[src/rtl/core/vca_pkg.sv]
`timescale 1ns / 1ps

package vca_pkg;

  localparam int SLOT_COUNT = 16;
  localparam int SLOT_W     = 4;
  localparam int TIME_W     = 31;
  localparam int TAG_W      = 7;
  localparam int CHAN_W     = 5;

  localparam int DEF_FIRST_CHANNEL = 2;
  localparam int DEF_LAST_CHANNEL  = 16;

  typedef enum logic [1:0] {
    ST_ASSIGNED   = 2'd0,
    ST_EMPTY      = 2'd1,
    ST_NO_CHANNEL = 2'd2
  } status_t;

  typedef struct packed {
    logic                  found;
    logic [SLOT_W-1:0]     slot;
    logic [SLOT_COUNT-1:0] grant;
    logic [SLOT_COUNT-1:0] expire;
  } pick_t;

  // Channel numbers live in 1..16.
  function automatic int clamp_channel(int c);
    int r;
    r = c;
    if (c < 1) r = 1;
    if (c > SLOT_COUNT) r = SLOT_COUNT;
    return r;
  endfunction

endpackage

[src/rtl/core/vca_pick.sv]
`timescale 1ns / 1ps

module vca_pick #(
  parameter int FIRST_CHANNEL = vca_pkg::DEF_FIRST_CHANNEL,
  parameter int LAST_CHANNEL  = vca_pkg::DEF_LAST_CHANNEL
) (
  input  logic [vca_pkg::SLOT_COUNT-1:0] busy,
  input  logic [vca_pkg::TIME_W-1:0]     release_time [vca_pkg::SLOT_COUNT],
  input  logic [vca_pkg::TIME_W-1:0]     start,
  output vca_pkg::pick_t                 pick
);
  import vca_pkg::*;

  localparam int LO_SLOT = clamp_channel(FIRST_CHANNEL) - 1;
  localparam int HI_SLOT = clamp_channel(LAST_CHANNEL) - 1;

  logic [SLOT_COUNT-1:0] pool;
  logic [SLOT_COUNT-1:0] expire;
  logic [SLOT_COUNT-1:0] free;
  logic [SLOT_COUNT-1:0] grant;
  logic [SLOT_W-1:0]     slot;

  // Free a slot in the pool that is idle or whose note has ended by start.
  always_comb begin
    for (int i = 0; i < SLOT_COUNT; i++) begin
      pool[i]   = (i >= LO_SLOT) && (i <= HI_SLOT);
      expire[i] = pool[i] && busy[i] && (release_time[i] <= start);
      free[i]   = pool[i] && (!busy[i] || expire[i]);
    end
  end

  // Lowest free slot wins.
  assign grant = free & (~free + {{(SLOT_COUNT-1){1'b0}}, 1'b1});

  always_comb begin
    slot = '0;
    for (int i = 0; i < SLOT_COUNT; i++) begin
      if (grant[i]) begin
        slot = slot | i[SLOT_W-1:0];
      end
    end
  end

  assign pick.found  = |free;
  assign pick.slot   = slot;
  assign pick.grant  = grant;
  assign pick.expire = expire;

endmodule

[src/rtl/core/voice_channel_allocator_unit.sv]
`timescale 1ns / 1ps
// Channel  | Handshake              | Fields
// input    | in_valid / in_ready    | note_start, note_stop, note_key
// result   | out_valid / out_ready  | status, channel, note_tag
//
// One item per cycle while out_ready is high; input register, then result register.
// The scan of all slot release times and the lowest-free encoder are combinational
// between those registers; the slot state updates when the result register loads.
// Reset (rst, synchronous) clears both valid flags and all busy flags.
// A stalled result holds; the input register refills as soon as its item moves on.

module voice_channel_allocator_unit #(
  parameter int FIRST_CHANNEL = vca_pkg::DEF_FIRST_CHANNEL,
  parameter int LAST_CHANNEL  = vca_pkg::DEF_LAST_CHANNEL
) (
  input  logic                       clk,
  input  logic                       rst,
  input  logic                       in_valid,
  output logic                       in_ready,
  input  logic [vca_pkg::TIME_W-1:0] note_start,
  input  logic [vca_pkg::TIME_W-1:0] note_stop,
  input  logic [vca_pkg::TAG_W-1:0]  note_key,
  output logic                       out_valid,
  input  logic                       out_ready,
  output logic [1:0]                 status,
  output logic [vca_pkg::CHAN_W-1:0] channel,
  output logic [vca_pkg::TAG_W-1:0]  note_tag
);
  import vca_pkg::*;

  // Input register
  logic              hold_vld;
  logic [TIME_W-1:0] hold_start;
  logic [TIME_W-1:0] hold_stop;
  logic [TAG_W-1:0]  hold_tag;

  // Slot state
  logic [SLOT_COUNT-1:0] busy;
  logic [SLOT_COUNT-1:0] busy_next;
  logic [TIME_W-1:0]     release_time [SLOT_COUNT];

  // Result register
  logic              res_vld;
  status_t           res_status;
  logic [CHAN_W-1:0] res_channel;
  logic [TAG_W-1:0]  res_tag;

  logic    take;
  logic    advance;
  logic    empty_dur;
  logic    assign_ok;
  pick_t   pick;
  status_t status_next;

  // Advance the held item whenever the result register is empty or draining.
  assign advance  = hold_vld && (!res_vld || out_ready);
  assign in_ready = !hold_vld || advance;
  assign take     = in_valid && in_ready;

  always_ff @(posedge clk) begin
    if (rst) begin
      hold_vld <= 1'b0;
    end else if (take) begin
      hold_vld <= 1'b1;
    end else if (advance) begin
      hold_vld <= 1'b0;
    end
  end

  always_ff @(posedge clk) begin
    if (take) begin
      hold_start <= note_start;
      hold_stop  <= note_stop;
      hold_tag   <= note_key;
    end
  end

  vca_pick #(
    .FIRST_CHANNEL(FIRST_CHANNEL),
    .LAST_CHANNEL (LAST_CHANNEL)
  ) u_pick (
    .busy        (busy),
    .release_time(release_time),
    .start       (hold_start),
    .pick        (pick)
  );

  // Drop a note with no duration before touching any slot.
  assign empty_dur = (hold_stop <= hold_start);
  assign assign_ok = !empty_dur && pick.found;

  always_comb begin
    busy_next = busy;
    if (!empty_dur) begin
      busy_next = (busy & ~pick.expire) | pick.grant;
    end
  end

  always_comb begin
    priority if (empty_dur) begin
      status_next = ST_EMPTY;
    end else if (pick.found) begin
      status_next = ST_ASSIGNED;
    end else begin
      status_next = ST_NO_CHANNEL;
    end
  end

  always_ff @(posedge clk) begin
    if (rst) begin
      busy <= '0;
    end else if (advance) begin
      busy <= busy_next;
    end
  end

  // Record the stop time of the granted slot.
  always_ff @(posedge clk) begin
    if (advance && assign_ok) begin
      release_time[pick.slot] <= hold_stop;
    end
  end

  always_ff @(posedge clk) begin
    if (rst) begin
      res_vld <= 1'b0;
    end else if (advance) begin
      res_vld <= 1'b1;
    end else if (out_ready) begin
      res_vld <= 1'b0;
    end
  end

  always_ff @(posedge clk) begin
    if (advance) begin
      res_status  <= status_next;
      res_channel <= assign_ok ? ({1'b0, pick.slot} + CHAN_W'(1)) : '0;
      res_tag     <= hold_tag;
    end
  end

  assign out_valid = res_vld;
  assign status    = res_status;
  assign channel   = res_channel;
  assign note_tag  = res_tag;

endmodule

[config.mk]
export PLATFORM = sky130hd
export DESIGN_NAME = voice_channel_allocator_unit
export DESIGN_NICKNAME = d
export VERILOG_FILES = /design/src/rtl/core/vca_pkg.sv /design/src/rtl/core/vca_pick.sv /design/src/rtl/core/voice_channel_allocator_unit.sv
export SDC_FILE = /design/constraint.sdc
export NUM_CORES = 1
export LEC_CHECK = 0
export ABC_AREA = 0
export BUFFER_PORTS_ARGS = -buffer_cell sky130_fd_sc_hd__clkbuf_2
export CAP_MARGIN = 20
export CELL_PAD_IN_SITES_DETAIL_PLACEMENT = 0
export CELL_PAD_IN_SITES_GLOBAL_PLACEMENT = 2
export CORE_AREA = 2 2 249 251
export CTS_BUF_LIST = sky130_fd_sc_hd__clkbuf_4
export CTS_CLUSTER_SIZE = 30
export DETAILED_ROUTE_END_ITERATION = 16
export DIE_AREA = 0 0 251 253
export GPL_TIMING_DRIVEN = 1
export PLACE_DENSITY_LB_ADDON = 0.1
export SLEW_MARGIN = 20
export SYNTH_ARGS = -nofsm -noshare
export SYNTH_HDL_FRONTEND = slang
export SYNTH_HIERARCHICAL = 1
export SYNTH_SLANG_ARGS = --single-unit
[constraint.sdc]
create_clock -name clk -period 11.47 [get_ports clk]
set_input_delay 2.294 -clock clk [delete_from_list [all_inputs] [get_ports clk]]
set_output_delay 2.294 -clock clk [all_outputs]
set_load 0.02 [all_outputs]
# After elaboration in Yosys (flattened, before gate mapping)
# Cells that the tools add are included.
[word_totals]
reg_bits = 597
out_inout_bits = 16
inputBits = 73
elab_cells = 134
[op_classes]
magnitude_cmp = 18
add_sub_neg = 2
mux = 23
reduce_logical = 59
bitwise = 7
[ops]
columns = ["operator", "count"]
rows = [
  ["496-bit bitwise mux", 1],
  ["31-bit less-or-equal comparator", 16],
  ["31-bit demux with 4-bit select", 1],
  ["16-bit AND", 2],
  ["4-bit 2-to-1 mux", 8],
  ["16-bit NOT", 2],
  ["31-bit 2-to-1 mux", 1],
  ["1-bit logical AND", 20],
  ["1-bit logical NOT", 18],
  ["1-bit logical OR", 17],
  ["16-bit by 1-bit adder with 16-bit output (second input constant)", 1],
  ["16-bit bitwise OR", 1],
  ["15-bit OR reduction", 1],
  ["3-bit 2-to-1 mux", 4],
  ["2-bit 2-to-1 mux", 3],
  ["4-bit by 1-bit adder with 5-bit output (second input constant)", 1],
  ["5-bit greater-or-equal comparator (second input constant)", 1],
  ["5-bit by 1-bit less-than comparator with 1-bit output (second input constant)", 1],
  ["1-bit 2-to-1 mux", 5],
  ["4-bit NOT with 5-bit output", 1],
  ["2-bit nonzero test", 2],
  ["2-bit AND reduction", 1],
  ["1-bit NOT", 1],
]

# Depth between registers and ports, before layout
[depth]
word_depth = 27
ltp_mapped = 17
ltp_nobuf = 15

# By module
# The synthesis kept the hierarchy.
[modules_own_cells]
columns = ["module", "seq_area_each_um2", "area_each_um2", "instances", "cells_per_inst"]
rows = [
  ["voice_channel_allocator_unit", 17747.0, 19356.1, 1, 805],
  ["vca_pick", 0.0, 10692.8, 1, 1336],
]

# Worst setup path after synthesis
# No wires, ideal clock.
[synth_timing]
path_type = "reg-to-reg"
from = "reg hold_start[2]"
to = "reg release_time[465] (netlist name) (enable)"
path_stages_with_launch = 18
slack_ns = 4.386
setup_ns = 0.497
n_path_buf = 2
t_arrival_ns = 6.587
required_time_ns = 10.973
path_cell_list = "edfxtp_1 -> inv_1 -> ha_1 -> a21oi_1 -> a21oi_1 -> o31a_1 -> o41a_1 -> o21ai_2 -> or4_1 -> buf_6 -> and4b_1 -> buf_6 -> a211o_1 -> or4b_1 -> inv_1 -> ha_1 -> nand2_1 -> nor4_1"
[synth_between]
elab_chain_cells = 6
word_cells_on_any_way = 50
[synth_rtl]
columns = ["item", "line_no", "text"]
rows = [
  ["start, declared", "voice_channel_allocator_unit.sv:33", "logic [TIME_W-1:0] hold_start;"],
  ["start signal, assigned", "voice_channel_allocator_unit.sv:72", "hold_start <= note_start;"],
  ["31-bit less-or-equal comparator", "vca_pick.sv:27", "expire[i] = pool[i] && busy[i] && (release_time[i] <= start);"],
  ["1-bit logical AND", "vca_pick.sv:27", ""],
  ["1-bit logical OR", "vca_pick.sv:28", "free[i] = pool[i] && (!busy[i] || expire[i]);"],
  ["15-bit OR reduction", "vca_pick.sv:44", "assign pick.found = |free;"],
  ["1-bit logical AND (*)", "voice_channel_allocator_unit.sv:90", "assign assign_ok = !empty_dur && pick.found;"],
  ["1-bit logical AND (*)", "voice_channel_allocator_unit.sv:119", "if (advance && assign_ok) begin"],
  ["end signal, assigned by index", "voice_channel_allocator_unit.sv:120", "release_time[pick.slot] <= hold_stop;"],
  ["end, declared", "voice_channel_allocator_unit.sv:40", "logic [TIME_W-1:0] release_time [SLOT_COUNT];"],
]
# Every way passes the cells marked *; elsewhere a longest branch is shown, timed or not.
# A chain may end at the register's enable or synchronous reset.

# Worst setup path after layout
[layout_timing]
from = "reg hold_start[26]"
to = "reg release_time[297] (netlist name) (enable)"
# Same word-level chain as after synthesis.

==> qor.txt <==
status - finished clean
Boundary Pins - 89
final hold viol count - 0
H-Tree Depth - 4
ANT nets after route - 0
final instance area - 0.0327 mm2
relative slew slack - 0.203
initial DRC count - 1,050
PD cells - 138 mW/mm2
Post-DP Area - 0.0307 mm2
Worst Setup End Kind - register
Slew Viols, Final - 0
Sw Share - 0.246
WS Path Type - reg2reg
final setup violation count - 0
P&R area growth vs syn - 12.6%
Max-Cap Viols - 0
GRT Total Usage - 0.261
cts hold-fix bufs - 0
Pleak - 12.9 nW
setup TNS - 0 ps
chip width - 251 um
first-pass GRT wire length - 119 mm
cell-internal power - 3.40 mW
share of post-route cells with drive strength above 1 - 0.165
initial antenna violation count - 2
sequential share of power - 0.517
clk root buf - clkbuf_4
via-per-instance ratio - 5.81
Yosys warning count - 6
post-DP HPWL - 55.7 mm
fillers - 5,258
Num CTS Buffers - 158
Syn Area/Cell - 13.8 um2
DRT Wirelength - 81.2 mm
Hold Crit Class - reg2reg
GRT overflow - 0
I/O Buffers - 88
Initial Utilization - 0.476
Required @ worst endpoint - 12,120 ps
mapped cell area - 0.0291 mm2
clk_lat worst skew - 990 ps
CTS clk-pin slew, worst paths - 60 ps
Placer Congestion - 0.863
minimum clock period - 6510 ps
nets - 2,941
die area - 0.0635 mm2
Mapped Nets - 2,676
Startpoint Class - register
clk sink count - 565
post-cts resize count - 0
Longest Clk Path Bufs - 3
Psw - 1.11 mW
Tightest Pin Transition - 1170 ps
Vias - 19.1k
largest net degree at the start of global routing - 47
DRC viols - 0
Syn Inst Count - 2,103
Worst EP arrival - 7160 ps
worst-path maximum fanout - 16
core area - 0.0610 mm2
setup ws final - 4960 ps
post-place setup slack - 5050 ps
RSZ-0062 raised after global routing - false
Logic pwr share - 0.071
clk_skew - 56.2 ps
Fmax - 154 MHz
Row Count - 91
vias in the first global route - 19.2k
Post-CTS Setup Bufs - 0
WL/cell - 24.8 um
die height - 253 um
VDD IR-drop max - 86.6 uV
final period utilization - 0.568
Clock power frac - 0.412
DR pass1 iterations - 5
CTS tree - done
[power by group through the flow]
| stage | combinational, mW | sequential, mW | clock (mW) |
|---|---|---|---|
| 2_1_floorplan | 0.197 | 2.36 | 0 |
| 3_3_place_gp | 0.310 | 2.38 | 0 |
| 3_5_place_dp | 0.319 | 2.38 | 0 |
| 4_1_cts | 0.321 | 2.33 | 1.93 |
| 5_1_grt | 0.359 | 2.33 | 2.04 |
| 6_report | 0.320 | 2.33 | 1.86 |
[per-stage QoR]
step / hold WS (ps) / instances / total power, mW / utilization
after global routing: 423 / 3276 / 4.73 / 0.536
after detailed placement: 409 / 2998 / 2.70 / 0.502
after floorplan: 400 / 2103 / 2.55 / -
after CTS: 422 / 3273 / 4.58 / 0.536
after global placement: 401 / 2998 / 2.69 / 0.502
final: 422 / 3279 / 4.51 / 0.536
[cell usage in the layout (no fill, tap or decap), types with 4 or more instances in the layout]
cell        count
a21boi_0       12
nor3_2         11
o21a_1          9
o31ai_1        12
o211ai_1       11
clkbuf_4      228
nor3b_1         4
clkinv_1       33
inv_1         104
clkbuf_2       88
nor4_1         20
bufinv_16       4
a211oi_1       31
nand2b_1        9
a2111oi_0       5
o21ai_0        78
nand3_1        52
a221oi_1       11
nand3b_1        9
and4_1          6
nand4_1        94
nor3_1         21
a21o_1         21
edfxtp_1      548
buf_4          31
diode_2         6
nor2b_1        12
ha_1          500
nor2_1         76
nor4_2          4
a32o_1         13
clkinvlp_4      5
o2111ai_1      19
nand2_1       113
o22ai_1         4
a21oi_1       173
and2_1         10
dfxtp_1        17
[flip-flops by register name, summed over array words and instances (netlist names), 2 cells and up]
| register | flops |
|---|---|
| busy | 15 |
| channel | 5 |
| hold_start | 31 |
| hold_stop | 31 |
| hold_tag | 7 |
| note_tag | 7 |
| release_time | 465 |
| status | 2 |
[path summary, 6_finish.rpt]
check,endpoint,depth (start not counted),slack [ps],from
max,release_time[297],14,4960,hold_start[26]
min,note_tag[6],0,420,hold_tag[6]
max reg2reg,release_time[297],14,4960,hold_start[26]
min reg2reg,note_tag[6],0,420,hold_tag[6]
[area by class of cell]
| class | instances | area, um2 | share of cell area |
|---|---|---|---|
| antenna | 6 | 15.0 | 0.000459 |
| clock buffer | 228 | 1710 | 0.0523 |
| clock inverter | 47 | 318 | 0.00972 |
| inverter | 105 | 394 | 0.0121 |
| multi-input combinational | 1419 | 11800 | 0.361 |
| sequential | 565 | 16800 | 0.514 |
| tap | 790 | 988 | 0.0302 |
| timing repair buffer | 119 | 673 | 0.0206 |
[worst max-delay path: stages (launching register included)]
cell	delay, ps
edfxtp_1	390
inv_1	540
ha_1	260
nand4_1	290
nor4_1	1000
o41a_1	310
o21ai_2	70
or4_1	640
nand4b_4	310
nor4b_4	370
or4b_1	230
ha_1	170
nand2_1	160
nor3_4	950
buf_4	470
[per-layer routing]
layer / vias up / track usage / part of all wire
met2: 497 / 0.445 / 0.49
met5: - / 0 / 0
met4: 0 / 0.114 / 0.038
met3: 138 / 0.0557 / 0.052
met1: 9344 / 0.319 / 0.42
li1: 9072 / - / -
No activity file was read; power rests on OpenSTA's default activity.
